$ cat config.mk
export PLATFORM = sky130hd
export DESIGN_NAME = cpts_cell
export DESIGN_NICKNAME = d
export VERILOG_FILES = /design/src/hw/rtl/cpts_pkg.sv /design/src/hw/rtl/cpts_cell.sv
export SDC_FILE = /design/constraint.sdc
export NUM_CORES = 1
export LEC_CHECK = 0
export ABC_CLOCK_PERIOD_IN_PS = 3080
export BUFFER_PORTS_ARGS = -buffer_cell sky130_fd_sc_hd__buf_2
export CAP_MARGIN = 40
export CELL_PAD_IN_SITES_DETAIL_PLACEMENT = 1
export CELL_PAD_IN_SITES_GLOBAL_PLACEMENT = 1
export CORE_ASPECT_RATIO = 0.8
export CORE_UTILIZATION = 33
export CTS_CLUSTER_SIZE = 40
export DETAILED_ROUTE_END_ITERATION = 10
export GPL_TIMING_DRIVEN = 0
export PLACE_DENSITY = 0.79
export SLEW_MARGIN = 10
export SYNTH_ARGS = -nofsm -noshare
export SYNTH_HDL_FRONTEND = slang
export SYNTH_SLANG_ARGS = --single-unit
$ cat constraint.sdc
create_clock -name clk -period 3.08 [get_ports clk]
set_clock_uncertainty 0.15 [all_clocks]
set_input_delay 0.924 -clock clk [delete_from_list [all_inputs] [get_ports clk]]
set_output_delay 0.924 -clock clk [all_outputs]
set_load 0.1 [all_outputs]
$ cat src/hw/rtl/cpts_pkg.sv
// Shared types, constants and helpers of the counter priority task scheduler.
`timescale 1ns / 1ps

package cpts_pkg;

  // Table size and field widths
  localparam int NUM_TASKS    = 64;
  localparam int SLOT_W       = $clog2(NUM_TASKS);
  localparam int SCAN_W       = $clog2(NUM_TASKS + 1);
  localparam int TASK_INDEX_W = 6;
  localparam int PRIO_W       = 8;
  localparam int CNT_W        = 16;
  localparam int DEPTH_W      = 8;
  localparam int CMD_W        = 3;
  localparam int IN_DATA_W    = 16;
  localparam int OUT_DATA_W   = 24;

  localparam logic [PRIO_W-1:0] INIT_PRIO_RST = 8'd1;
  localparam logic signed [CNT_W-1:0] CNT_MAX = {1'b0, {(CNT_W-1){1'b1}}};
  localparam logic signed [CNT_W-1:0] CNT_MIN = {1'b1, {(CNT_W-1){1'b0}}};
  localparam logic signed [CNT_W-1:0] CNT_NONE = '1;  // -1: no candidate yet

  // Command codes on in_tuser
  localparam logic [CMD_W-1:0] CMD_TICK    = 3'd0;
  localparam logic [CMD_W-1:0] CMD_YIELD   = 3'd1;
  localparam logic [CMD_W-1:0] CMD_LOAD    = 3'd2;
  localparam logic [CMD_W-1:0] CMD_SETRUN  = 3'd3;
  localparam logic [CMD_W-1:0] CMD_HOLD    = 3'd4;
  localparam logic [CMD_W-1:0] CMD_RELEASE = 3'd5;

  // Operation broadcast to every cell
  typedef enum logic [2:0] {
    OP_NONE,
    OP_CUR_WRITE,
    OP_LOAD,
    OP_SETRUN,
    OP_HOLD,
    OP_RELEASE,
    OP_REFILL
  } cell_op_t;

  typedef struct packed {
    cell_op_t                  op;
    logic [TASK_INDEX_W-1:0]   index;
    logic [PRIO_W-1:0]         prio;
    logic                      run;
    logic signed [CNT_W-1:0]   value;
    logic [SLOT_W-1:0]         cur;
  } cell_cmd_t;

  // Counter and preempt depth of one slot, seen by the controller
  typedef struct packed {
    logic signed [CNT_W-1:0] counter;
    logic [DEPTH_W-1:0]      depth;
  } cell_stat_t;

  // Best candidate handed from cell to cell
  typedef struct packed {
    logic signed [CNT_W-1:0] cnt;
    logic [SLOT_W-1:0]       idx;
  } best_t;

  // Task index of a command addresses this slot
  function automatic logic slot_hit(input logic [TASK_INDEX_W-1:0] ix,
                                    input logic [SLOT_W-1:0] s);
    return (32'(ix) == 32'(s));
  endfunction

  // Decrement, holding at the most negative value
  function automatic logic signed [CNT_W-1:0] sat_dec(input logic signed [CNT_W-1:0] c);
    return (c == CNT_MIN) ? c : c - CNT_W'(1);
  endfunction

  // floor(c/2) + priority, holding at the most positive value
  function automatic logic signed [CNT_W-1:0] refill(input logic signed [CNT_W-1:0] c,
                                                     input logic [PRIO_W-1:0] p);
    logic signed [CNT_W:0] s;
    s = ($signed({c[CNT_W-1], c}) >>> 1) + $signed({{(CNT_W+1-PRIO_W){1'b0}}, p});
    return (s[CNT_W] != s[CNT_W-1]) ? CNT_MAX : s[CNT_W-1:0];
  endfunction

endpackage

$ cat src/hw/rtl/cpts_cell.sv
// One task slot: its state, its command decode and one step of the pick chain.
`timescale 1ns / 1ps

module cpts_cell (
  input  logic                          clk,
  input  logic                          rst_n,
  input  logic [cpts_pkg::SLOT_W-1:0]   my_idx,
  input  cpts_pkg::cell_cmd_t           cmd,
  input  logic                          cfg_we,
  input  logic [cpts_pkg::PRIO_W-1:0]   cfg_wdata,
  input  cpts_pkg::best_t               best_in,
  output cpts_pkg::best_t               best_out,
  output cpts_pkg::cell_stat_t          stat
);
  import cpts_pkg::*;

  logic                    valid_r, valid_nxt;
  logic                    run_r, run_nxt;
  logic [PRIO_W-1:0]       prio_r, prio_nxt;
  logic signed [CNT_W-1:0] cnt_r, cnt_nxt;
  logic [DEPTH_W-1:0]      depth_r, depth_nxt;
  best_t                   best_r, best_nxt;
  logic                    is_zero, is_cur, is_tgt, cand;

  assign is_zero = (my_idx == '0);
  assign is_cur  = (cmd.cur == my_idx);
  assign is_tgt  = slot_hit(cmd.index, my_idx);

  // Slot update for the broadcast operation
  always_comb begin
    valid_nxt = valid_r;
    run_nxt   = run_r;
    prio_nxt  = prio_r;
    cnt_nxt   = cnt_r;
    depth_nxt = depth_r;
    unique case (cmd.op)
      OP_NONE: ;
      OP_CUR_WRITE: begin
        if (is_cur) cnt_nxt = cmd.value;
      end
      OP_LOAD: begin
        if (is_tgt) begin
          valid_nxt = 1'b1;
          run_nxt   = cmd.run;
          prio_nxt  = cmd.prio;
          cnt_nxt   = $signed({{(CNT_W-PRIO_W){1'b0}}, cmd.prio});
          depth_nxt = '0;
        end
      end
      OP_SETRUN: begin
        if (is_tgt) run_nxt = cmd.run;
      end
      OP_HOLD: begin
        if (is_cur && depth_r != '1) depth_nxt = depth_r + DEPTH_W'(1);
      end
      OP_RELEASE: begin
        if (is_cur && depth_r != '0) depth_nxt = depth_r - DEPTH_W'(1);
      end
      OP_REFILL: begin
        if (valid_r) cnt_nxt = refill(cnt_r, prio_r);
      end
      default: ;
    endcase
    // init_priority lands in slot zero
    if (cfg_we && is_zero) prio_nxt = cfg_wdata;
  end

  // Pick step: take over only on a strictly larger counter, so lower index wins ties
  assign cand     = valid_r && run_r && (cnt_r > best_in.cnt);
  assign best_nxt = cand ? best_t'{cnt: cnt_r, idx: my_idx} : best_in;

  always_ff @(posedge clk) begin
    if (!rst_n) begin
      valid_r <= is_zero;
      run_r   <= is_zero;
      prio_r  <= is_zero ? INIT_PRIO_RST : '0;
      cnt_r   <= '0;
      depth_r <= '0;
    end else begin
      valid_r <= valid_nxt;
      run_r   <= run_nxt;
      prio_r  <= prio_nxt;
      cnt_r   <= cnt_nxt;
      depth_r <= depth_nxt;
    end
  end

  // Chain register, flushed by every scan pass
  always_ff @(posedge clk) begin
    best_r <= best_nxt;
  end

  assign best_out      = best_r;
  assign stat.counter  = cnt_r;
  assign stat.depth    = depth_r;

endmodule

==> flow_summary.json <==
{
  "period_minus_slack_ns": 2.98,
  "via_count": 3420,
  "fin_crit_sh_pct": 96.7,
  "synth_xor_area_share_pct": 7.40,
  "syn_inst": 387,
  "r2r_cells": 6,
  "synth_most_common_cell": "dfxtp_1",
  "place_congestion": 0.848,
  "cp-endpoint": "depth_r[7]$_SDFFE_PN0P_",
  "syn_avg_cell_area_sq_um": 9.18,
  "synth.area.top_cells": "dfxtp_1, ha_1, edfxtp_1",
  "p_leak_nw": 2.13,
  "grt_pass1_wl_um": 17800,
  "clock_path_buffers": 2,
  "first_iter_violations": 163,
  "reg2reg_setup_slack_ns": 0.41,
  "rows": 33,
  "cts_root_buf": "clkbuf_16",
  "grt_pass1_vias": 3470,
  "cts_tree": "done",
  "finalInstanceArea_sq_um": 4550,
  "cp.required_ns": 3.15,
  "drive_gt1_share_pct": 33.4,
  "fmax_mhz": 336,
  "reg2reg_to": "best_out[15]$_DFF_P_",
  "placed_area_sq_um": 4340,
  "maxCapViolations": 0,
  "htreeDepth": 2,
  "synth_top_area_share_pct": 25.9,
  "fin_nets": 631,
  "yosysSeqAreaShare_pct": 34.4,
  "regArea_sq_um": 1220,
  "antenna_found_initial": 0,
  "synth.net_count": 498,
  "relSlewSlack_pct": 55.1,
  "tightest_slew_ns": 0.671,
  "clock_sinks": 56,
  "synth_top_family_by_area": "simple AND/OR/NAND/NOR gates",
  "slew_viol_final": 0,
  "antenna_left": 0,
  "synth_top_area_cell": "dfxtp_1",
  "total_power_mw": 1.90,
  "ios": 125,
  "setup_violations": 0,
  "multiInputGateArea_sq_um": 2220,
  "power_density_nw_per_um2": 417,
  "use_met3_pct": 3.50,
  "hold_violations": 0,
  "start_util_pct": 34.3,
  "crit_start": "cmd[38]",
  "die_area_sq_um": 11200,
  "hpwl_um": 9260,
  "outcome": "finished clean",
  "wl_per_cell_um": 17.1,
  "grt.busiest_layer": "met2",
  "crit_arrival_ns": 3.04,
  "min_path_cells": 2,
  "synth_compound_area_share_pct": 15.7,
  "grt_util_met2_pct": 36.0,
  "n_antenna_cell": 0,
  "ys_ff_latch": 56,
  "syn_area_sq_um": 3550,
  "critPathMaxFanout": 6,
  "ys_top_cells_by_count": "dfxtp_1, ha_1, nor2_1",
  "avgViaCountPerCell": 5.17,
  "synth_edf_count": 10,
  "die_x_um": 118,
  "synthToLayoutAreaGrowth_pct": 28.0,
  "synthAdderAreaFrac_pct": 11.7,
  "cp-start-kind": "input pin",
  "clk_latency_ns": 0.29,
  "hp-class": "register to register",
  "firstDrtPassIters": 4,
  "synth_cell_types": 51,
  "path_class": "input pin to register",
  "drt-total-wl_um": 11300,
  "fillers": 1257,
  "numCtsBuffers": 5,
  "ys.flop_type": "dfxtp_1",
  "grt_max_degree": 19,
  "r2r_start": "cnt_r[14]$_SDFFE_PN0P_",
  "die_h_um": 94.8,
  "use_met1_pct": 26.4,
  "grt_overflow": 0,
  "endpoint_kind": "register",
  "peakVddDrop_v": 0.000217,
  "coreArea_sq_um": 10400,
  "synth-simple-area-share_pct": 15.9,
  "grt_usage_pct": 20.5,
  "route.detailed.drc": 0,
  "postCtsHoldBufs": 0,
  "muxShareOfSynthArea_pct": 11.0,
  "rsz0062_at_grt": "yes",
  "async_flop_share_pct": 0,
  "synth_warnings": 0,
  "portBuffers": 123,
  "clk_pin_slew_ns": 0.07
}
## area by class of cell
class                   instances  area share, %
plain buffers                  12           1.29
clock buffers                   5           2.75
clock inverters                 3          0.440
inverters                      23           1.90
multi-input cells             296           48.9
flip-flops and latches         56           26.9
well taps                     140           3.85
repair buffers                126           14.0
## metal layers
metal | vias to the layer above | part of all wire [%] | wire length [um]
li1 | 1689 | - | -
met3 | 15 | 4.1 | 459
met1 | 1624 | 47 | 5370
met2 | 92 | 47 | 5340
met4 | 0 | 1.2 | 139
met5 | - | 0 | 0
## metrics by stage
stage                     hold slack, ns  util, %  cells  setup slack (ns)  TNS [ns]
final                              0.372     43.9    661             0.101         0
after global routing               0.398     43.9    661           -0.0301   -0.0301
after CTS                          0.371     43.7    660           0.00656         0
after detailed placement           0.361     41.9    650            -0.645     -8.96
after global placement             0.344     41.9    650            -0.525     -6.01
after floorplan                    0.512        -    387           0.00539         0
## repair_timing
| action | in CTS | in global routing |
|---|---|---|
| pin swaps | 1 | 5 |
| gates resized for setup | 6 | 3 |
| endpoints found under the hold margin | 0 | 0 |
| setup buffers | 2 | 1 |
| endpoints found under the setup margin | 11 | 9 |
## worst max-delay path: stages
cell and delay, ns:
buf_2 0.14, nand2b_4 0.19, nor2_4 0.16, ha_1 0.26
a21oi_2 0.18, o211ai_1 0.15, o41ai_2 0.35, xnor2_1 0.12
or4_1 0.40, a31oi_1 0.14
## cells in the final DEF, fill, tap and decap left out, types with 2 or more instances in the layout
cell / n
a211o_1: 2
a211oi_1: 6
a21o_1: 3
a21oi_1: 22
a221oi_1: 4
a22oi_1: 7
a31o_2: 2
a31oi_1: 2
and3_1: 3
buf_1: 2
buf_2: 125
buf_4: 5
clkbuf_1: 5
clkbuf_16: 5
dfxtp_1: 46
edfxtp_1: 10
fa_1: 2
ha_1: 29
inv_1: 22
mux2_2: 23
mux2i_1: 13
nand2_1: 25
nand2b_1: 2
nand3_1: 16
nand4_1: 9
nor2_1: 27
nor2b_1: 6
nor3_1: 5
nor4_1: 4
o211ai_1: 6
o21a_1: 2
o21ai_0: 15
o22ai_1: 6
or3_1: 5
or4_1: 2
xnor2_1: 17
xor2_1: 13
## registers in the layout (all words and copies together) (netlist names)
name	flops
best_out	22
cnt_r	16
depth_r	8
prio_r	8
run_r	1
valid_r	1
## cell families (layout without fill, tap and decap cells)
family | after synthesis | in the layout
AO/OA/AOI/OAI | 86 | 86
XOR/XNOR | 30 | 30
adder cells (fa/ha/maj) | 32 | 32
buffers and inverters | 35 | 169
flip-flops | 56 | 56
multiplexers | 36 | 36
AND/OR/NAND/NOR | 112 | 112
## where the power goes
part / total, mW / leakage, nW / internal, mW / switching (mW)
clock network: 0.593 / 0.0745 / 0.305 / 0.288
logic: 0.501 / 1.58 / 0.147 / 0.354
registers: 0.802 / 0.476 / 0.783 / 0.0188
total: 1.90 / 2.13 / 1.24 / 0.660
## how the worst min path moves through the flow
stage                                 start                      end  slack, ns
detailed placement  depth_r[2]$_SDFFE_PN0P_  depth_r[2]$_SDFFE_PN0P_       0.36
floorplan             valid_r$_SDFFCE_PP1P_   cnt_r[10]$_SDFFE_PN0P_       0.51
CTS                 depth_r[2]$_SDFFE_PN0P_  depth_r[2]$_SDFFE_PN0P_       0.37
finish                cnt_r[0]$_SDFFE_PN0P_    cnt_r[0]$_SDFFE_PN0P_       0.37
global route        depth_r[2]$_SDFFE_PN0P_  depth_r[2]$_SDFFE_PN0P_       0.40
global placement    depth_r[2]$_SDFFE_PN0P_  depth_r[2]$_SDFFE_PN0P_       0.34
No activity file was read; power rests on OpenSTA's default activity.
