[config.mk]
export PLATFORM = sky130hd
export DESIGN_NAME = cpts_ctrl
export DESIGN_NICKNAME = d
export VERILOG_FILES = /design/src/hw/rtl/cpts_pkg.sv /design/src/hw/rtl/cpts_ctrl.sv
export SDC_FILE = /design/constraint.sdc
export NUM_CORES = 1
export LEC_CHECK = 0
export BUFFER_PORTS_ARGS = -buffer_cell sky130_fd_sc_hd__buf_2
export CORE_AREA = 2 2 645 647
export CTS_CLUSTER_SIZE = 10
export DETAILED_ROUTE_END_ITERATION = 10
export DIE_AREA = 0 0 647 649
export PLACE_DENSITY = 0.3
export SLEW_MARGIN = 20
export SYNTH_ARGS = -nofsm -noshare
export SYNTH_HDL_FRONTEND = slang
export SYNTH_SLANG_ARGS = --single-unit
[constraint.sdc]
create_clock -name clk -period 5 [get_ports clk]
set_clock_uncertainty 0.15 [all_clocks]
set_input_delay 0.5 -clock clk [delete_from_list [all_inputs] [get_ports clk]]
set_output_delay 0.5 -clock clk [all_outputs]
set_load 0.01 [all_outputs]
[src/hw/rtl/cpts_pkg.sv]
// Shared types, constants and helpers of the counter priority task scheduler.
`timescale 1ns / 1ps

package cpts_pkg;

  // Table size and field widths
  localparam int NUM_TASKS    = 64;
  localparam int SLOT_W       = $clog2(NUM_TASKS);
  localparam int SCAN_W       = $clog2(NUM_TASKS + 1);
  localparam int TASK_INDEX_W = 6;
  localparam int PRIO_W       = 8;
  localparam int CNT_W        = 16;
  localparam int DEPTH_W      = 8;
  localparam int CMD_W        = 3;
  localparam int IN_DATA_W    = 16;
  localparam int OUT_DATA_W   = 24;

  localparam logic [PRIO_W-1:0] INIT_PRIO_RST = 8'd1;
  localparam logic signed [CNT_W-1:0] CNT_MAX = {1'b0, {(CNT_W-1){1'b1}}};
  localparam logic signed [CNT_W-1:0] CNT_MIN = {1'b1, {(CNT_W-1){1'b0}}};
  localparam logic signed [CNT_W-1:0] CNT_NONE = '1;  // -1: no candidate yet

  // Command codes on in_tuser
  localparam logic [CMD_W-1:0] CMD_TICK    = 3'd0;
  localparam logic [CMD_W-1:0] CMD_YIELD   = 3'd1;
  localparam logic [CMD_W-1:0] CMD_LOAD    = 3'd2;
  localparam logic [CMD_W-1:0] CMD_SETRUN  = 3'd3;
  localparam logic [CMD_W-1:0] CMD_HOLD    = 3'd4;
  localparam logic [CMD_W-1:0] CMD_RELEASE = 3'd5;

  // Operation broadcast to every cell
  typedef enum logic [2:0] {
    OP_NONE,
    OP_CUR_WRITE,
    OP_LOAD,
    OP_SETRUN,
    OP_HOLD,
    OP_RELEASE,
    OP_REFILL
  } cell_op_t;

  typedef struct packed {
    cell_op_t                  op;
    logic [TASK_INDEX_W-1:0]   index;
    logic [PRIO_W-1:0]         prio;
    logic                      run;
    logic signed [CNT_W-1:0]   value;
    logic [SLOT_W-1:0]         cur;
  } cell_cmd_t;

  // Counter and preempt depth of one slot, seen by the controller
  typedef struct packed {
    logic signed [CNT_W-1:0] counter;
    logic [DEPTH_W-1:0]      depth;
  } cell_stat_t;

  // Best candidate handed from cell to cell
  typedef struct packed {
    logic signed [CNT_W-1:0] cnt;
    logic [SLOT_W-1:0]       idx;
  } best_t;

  // Task index of a command addresses this slot
  function automatic logic slot_hit(input logic [TASK_INDEX_W-1:0] ix,
                                    input logic [SLOT_W-1:0] s);
    return (32'(ix) == 32'(s));
  endfunction

  // Decrement, holding at the most negative value
  function automatic logic signed [CNT_W-1:0] sat_dec(input logic signed [CNT_W-1:0] c);
    return (c == CNT_MIN) ? c : c - CNT_W'(1);
  endfunction

  // floor(c/2) + priority, holding at the most positive value
  function automatic logic signed [CNT_W-1:0] refill(input logic signed [CNT_W-1:0] c,
                                                     input logic [PRIO_W-1:0] p);
    logic signed [CNT_W:0] s;
    s = ($signed({c[CNT_W-1], c}) >>> 1) + $signed({{(CNT_W+1-PRIO_W){1'b0}}, p});
    return (s[CNT_W] != s[CNT_W-1]) ? CNT_MAX : s[CNT_W-1:0];
  endfunction

endpackage

[src/hw/rtl/cpts_ctrl.sv]
// Sequencer: command decode, scan timing, refill decision and result register.
`timescale 1ns / 1ps

module cpts_ctrl (
  input  logic                                       clk,
  input  logic                                       rst_n,
  input  logic                                       in_tvalid,
  output logic                                       in_tready,
  input  logic [cpts_pkg::IN_DATA_W-1:0]             in_tdata,
  input  logic [cpts_pkg::CMD_W-1:0]                 in_tuser,
  output logic                                       out_tvalid,
  input  logic                                       out_tready,
  output logic [cpts_pkg::OUT_DATA_W-1:0]            out_tdata,
  input  cpts_pkg::cell_stat_t [cpts_pkg::NUM_TASKS-1:0] stat,
  input  cpts_pkg::best_t                            best_last,
  output cpts_pkg::cell_cmd_t                        cmd
);
  import cpts_pkg::*;

  typedef enum logic [1:0] {ST_IDLE, ST_SCAN, ST_FINISH} state_t;

  state_t                  state_r;
  logic [SLOT_W-1:0]       cur_r;
  logic [SCAN_W-1:0]       scan_r;
  logic                    refilled_r;
  logic                    switched_r;
  logic                    out_valid_r;
  logic [OUT_DATA_W-1:0]   out_data_r;

  logic                    accept;
  logic [CMD_W-1:0]        in_cmd;
  cell_stat_t              cur_stat;
  logic signed [CNT_W-1:0] dec;
  logic                    keep, resched, scan_done, do_refill, fire;

  assign in_tready = (state_r == ST_IDLE);
  assign accept    = in_tvalid && in_tready;
  assign in_cmd    = in_tuser;
  assign cur_stat  = stat[cur_r];

  // Tick: decrement and decide whether the slice is used up
  assign dec     = sat_dec(cur_stat.counter);
  assign keep    = (!dec[CNT_W-1] && dec != '0) || (cur_stat.depth != '0);
  assign resched = (in_cmd == CMD_TICK && !keep) || (in_cmd == CMD_YIELD);

  assign scan_done = (scan_r == SCAN_W'(NUM_TASKS));
  assign do_refill = (state_r == ST_SCAN) && scan_done && !refilled_r &&
                     (best_last.cnt == '0);

  // Result goes out once the register is free or being taken
  assign fire = (state_r == ST_FINISH) && (!out_valid_r || out_tready);

  // Operation broadcast to the cells
  always_comb begin
    cmd.op    = OP_NONE;
    cmd.index = in_tdata[5:0];
    cmd.prio  = in_tdata[13:6];
    cmd.run   = in_tdata[14];
    cmd.value = keep ? dec : '0;
    cmd.cur   = cur_r;
    if (accept) begin
      unique case (in_cmd)
        CMD_TICK:    cmd.op = OP_CUR_WRITE;
        CMD_YIELD: begin
          cmd.op    = OP_CUR_WRITE;
          cmd.value = '0;
        end
        CMD_LOAD:    cmd.op = OP_LOAD;
        CMD_SETRUN:  cmd.op = OP_SETRUN;
        CMD_HOLD:    cmd.op = OP_HOLD;
        CMD_RELEASE: cmd.op = OP_RELEASE;
        default:     cmd.op = OP_NONE;
      endcase
    end else if (do_refill) begin
      cmd.op = OP_REFILL;
    end
  end

  // State and registered outputs
  always_ff @(posedge clk) begin
    if (!rst_n) begin
      state_r     <= ST_IDLE;
      cur_r       <= '0;
      scan_r      <= '0;
      refilled_r  <= 1'b0;
      switched_r  <= 1'b0;
      out_valid_r <= 1'b0;
    end else begin
      if (fire) begin
        out_valid_r <= 1'b1;
      end else if (out_tready) begin
        out_valid_r <= 1'b0;
      end
      unique case (state_r)
        ST_IDLE: begin
          if (accept) begin
            scan_r     <= '0;
            refilled_r <= 1'b0;
            switched_r <= 1'b0;
            state_r    <= resched ? ST_SCAN : ST_FINISH;
          end
        end
        ST_SCAN: begin
          if (!scan_done) begin
            scan_r <= scan_r + SCAN_W'(1);
          end else if (do_refill) begin
            refilled_r <= 1'b1;
            scan_r     <= '0;
          end else begin
            cur_r      <= best_last.idx;
            switched_r <= (best_last.idx != cur_r);
            state_r    <= ST_FINISH;
          end
        end
        ST_FINISH: begin
          if (fire) begin
            out_data_r  <= {1'b0, cur_stat.counter, switched_r, TASK_INDEX_W'(cur_r)};
            state_r     <= ST_IDLE;
          end
        end
        default: state_r <= ST_IDLE;
      endcase
    end
  end

  assign out_tvalid = out_valid_r;
  assign out_tdata  = out_data_r;

endmodule

==> summary by stage <==
Layout
Fill cells in the final layout number 48,600. Once layout is complete, the cells apart from fillers number 8,872. From synthesis to final layout, the design area changed by 153%. The layout cell share with drive strength beyond 1 is 73.9%. Cells fill 8.02% of the core in the end.

In the final design database the tool counted 4,871 nets.

Critical path
The source of the worst register-to-register timing path is cur_r[0]. For flop-to-flop paths, the worst setup slack is 0.37 ns. The maximum net fanout on the critical path is 8. The number of cells on the worst reg-to-reg path is 19. The endpoint identified for the worst register-to-register timing path is state_r[0]. The element type at the critical path end is a primary output. Data on the critical path is required at its endpoint by 4.35 ns. The launching element type of the critical path is a register. For the worst setup path, the data arrival time is 4.61 ns.

The category of the most critical setup path is register to primary output.

Floorplanning
The vertical extent of the die is 649 um. The number of placement rows is 236. The die area is 0.420 sq mm. For this configuration, the core starts out at a cell density of 3.17%.

During I/O placement, the number of pins put on the boundary was 1,647. The horizontal extent of the die is 647 um. The core region is 0.413 sq mm.

Logic synthesis
In this run, synthesis produced a sequential element count of 41. For this run, the register share of the synthesized area comes to 8.05%. The net count of the mapped netlist is 2,937. Among all cell types in the netlist, the one instantiated most often is sky130_fd_sc_hd__mux4_2. Counting flops with a built-in enable in the synthesized netlist gives 23. The number of warnings reported in the yosys synthesis log is 0. In this run the cell area of the synthesized design comes to 0.0131 sq mm.

Yosys mapped the design onto 97 distinct sky130hd cell types. Of all flip-flops after synthesis, the portion carrying an async set or reset was 0%. Ranked by total cell area, the synthesized netlist is headed by sky130_fd_sc_hd__mux4_2, sky130_fd_sc_hd__mux2i_1, sky130_fd_sc_hd__nor4_1.

The most used flip-flop cell after synthesis is sky130_fd_sc_hd__edfxtp_1. Counting every instance in the synthesized netlist gives 1,353. Of the post-synthesis cell area, the dominant cell type holds 31.9%. The synthesized design spends more area on one cell type than any other, namely sky130_fd_sc_hd__mux4_2. By count the netlist is led by sky130_fd_sc_hd__mux4_2, sky130_fd_sc_hd__mux2i_1, sky130_fd_sc_hd__nor4_1. The post-synthesis average cell area is 9.65 sq um.

Global route
The via count of the first global-routing pass is 23,100. The global-route congestion overflow total is 0. Global routing used 12.2% of the available tracks across all layers. Entering global routing, the biggest net connects 33 pins. The initial antenna violation count was 340. The global-route wire length before repair is 316,000 um.

STA
Counting I/O delays and the setup requirement, the final critical path takes 5.26 ns. The number of endpoints with negative hold slack in the final report is 0. Final hold analysis gives a worst-case slack of 0.331 ns.

In the finished design, the share of the clock period the worst path needs comes to 105%. The total count of max-transition violations in the final report was 0. The transition time at the pin with the least slew margin is 0.969 ns. The setup slack of the critical path after layout is -0.256 ns.

Setup violations remaining at the end of the flow were counted as 15. The worst slew margin relative to its limit is 34.8%. Setup repair after global routing could not meet its margin everywhere.

The highest achievable clock rate is 0.190 GHz.

Placement
The congestion estimate from routability-driven global placement came to 0.902. The total instance count after detailed placement is 8,695. The HPWL reported at the end of detailed placement is 248,000 um. Port buffering added 1,614 buffers.

Detailed routing
The per-cell routed wire length is 30.2 um. In the routed layout, each cell is associated on average with a via count of 2.56. The pre-antenna-repair detailed-routing pass consisted of 5 iterations. Wires add up to 268,000 um.

For this block, the via count after detailed routing is 22,700. In the routed design, unresolved DRC markers number 0. The detail route stage leaves a number of antenna-violating nets equal to 0.

The violation count after the first detailed-routing iteration is 1,252.

Worst hold path
The hold path startpoint is best_last[5]. The worst hold path belongs to the class input port to register. For hold timing, the worst endpoint is cur_r[5]. The worst hold path passes through 3 cells.

Power and ir drop
The worst IR drop on VDD is 0.113 mV. Summing internal, switching and leakage power gives 0.00218 W. Power spread over the standard cell area amounts to 65.8 mW/mm^2.

The static leakage is 12.6 nW.

Clocking
Clock latency on the worst-skew pair, taken at its later pin, is 0.33 ns. The number of buffers added to fix hold violations after cts is 0. The number of sinks driven by the clock tree is 41. The worst-case clock buffer depth is 2. TritonCTS built the clock tree. The number of H-tree levels is 2. In this run the clock root is driven by a sky130_fd_sc_hd__clkbuf_16. The number of buffers created by CTS is 5. After clock tree synthesis, the clock-pin slew on the worst setup and hold paths is 0.08 ns.

Run status
The final reports fail on setup timing. The flow ran to the end, but the final reports show violations.

Job
The number of max-cap violations is 0.
-- logic make-up (layout without fill, tap and decap cells) --
kind of cell / count (synthesis) / in the layout / share of synthesized area [%]
simple gates: 497 / 497 / 20.7
mux: 363 / 363 / 47.1
compound gates: 276 / 276 / 15.0
buf+inv: 156 / 2091 / 7.74
flops: 41 / 41 / 8.05
xor+xnor: 16 / 16 / 1.13
fa+ha+maj: 3 / 3 / 0.287
other cells: 1 / 111 / 0.0287
-- power breakdown --
group	switching (W)	leakage (nW)	internal (W)
logic	0.000665	12.1	0.000742
registers	0.0000142	0.369	0.000373
clock network	0.000199	0.0746	0.000186
-- placed cells by master (no fill, tap or decap), drive strengths merged, types with 9 or more instances in the layout --
cell type,Yosys,layout
a22oi,68,68
nor2,72,72
a31oi,31,31
xnor2,9,9
nor3,40,40
dfxtp,18,18
o221ai,12,12
mux2i,158,158
inv,17,18
o21ai,30,30
nand3,65,65
o22ai,18,18
diode,0,110
or4,9,9
nor2b,20,20
buf,108,2063
mux4,197,197
nand2,94,94
nor4,120,120
and2,11,11
nand2b,10,10
edfxtp,23,23
and3,11,11
a21oi,43,43
-- sequential cells by signal (all words and copies together), names as in the netlist --
register    flops
out_tdata      23
scan_r          7
cur_r           6
state_r         2
out_tvalid      1
refilled_r      1
switched_r      1
-- routing by layer --
metal / wire [um] / track usage, % / vias up
met5: 1050 / 0 / -
met4: 7790 / 2.35 / 160
met3: 25700 / 4.60 / 555
met2: 125000 / 20.9 / 1490
met1: 108000 / 14.6 / 10800
li1: - / - / 9711
-- layout make-up --
| cell class | count | area (sq um) | area share, % |
|---|---|---|---|
| timing repair buffer | 2065 | 12900 | 38.9 |
| multi-input combinational | 1156 | 11800 | 35.7 |
| tap | 5474 | 6850 | 20.7 |
| sequential | 41 | 1070 | 3.24 |
| antenna | 110 | 275 | 0.832 |
| clock buffer | 5 | 125 | 0.378 |
| inverter | 18 | 78.8 | 0.238 |
| clock inverter | 3 | 16.3 | 0.0491 |
-- critical path, cell delays in order, from the launching register on --
cell and delay, ns:
sky130_fd_sc_hd__dfxtp_4 0.36, sky130_fd_sc_hd__buf_4 0.19, sky130_fd_sc_hd__buf_12 0.17, sky130_fd_sc_hd__bufbuf_16 0.32, sky130_fd_sc_hd__mux2i_1 0.25, sky130_fd_sc_hd__a22oi_1 0.11, sky130_fd_sc_hd__a21oi_1 0.21, sky130_fd_sc_hd__buf_6 0.20
sky130_fd_sc_hd__o22ai_1 0.22, sky130_fd_sc_hd__a221oi_4 0.37, sky130_fd_sc_hd__buf_12 0.15, sky130_fd_sc_hd__inv_4 0.04, sky130_fd_sc_hd__nor3_4 0.20, sky130_fd_sc_hd__nand4_2 0.13, sky130_fd_sc_hd__or3_4 0.39, sky130_fd_sc_hd__xnor2_4 0.22
sky130_fd_sc_hd__o21ai_4 0.11, sky130_fd_sc_hd__nor4_4 0.37, sky130_fd_sc_hd__buf_12 0.19
-- how the worst max path moves through the flow --
stage             start       to  slack (ns)  cells after the start
2_1_floorplan  cur_r[2]  cmd[15]       0.001                     22
3_3_place_gp   cur_r[1]  cmd[13]       -1.44                     17
3_5_place_dp   cur_r[1]  cmd[13]       -1.07                     18
4_1_cts        cur_r[0]  cmd[12]       -0.34                     18
5_1_grt        cur_r[0]  cmd[13]       -0.45                     20
6_report       cur_r[1]  cmd[12]       -0.26                     18
-- stage by stage --
step / instance area (sq um) / worst slack [ns] / setup TNS [ns]
3_3_place_gp: 31000 / -1.44 / -23.09
4_1_cts: 32700 / -0.338 / -4.25
5_1_grt: 33000 / -0.448 / -5.71
3_5_place_dp: 31000 / -1.07 / -14.97
6_report: 33100 / -0.256 / -3.07
2_1_floorplan: 13100 / 0.00137 / 0
-- what timing repair did --
action / in CTS / in global routing
resized for setup: 179 / 25
pin swaps: 29 / 13
setup endpoints to repair: 18 / 16
setup buffers: 57 / 6
cloned: 4 / 0
(Power assumes the default switching activity.)
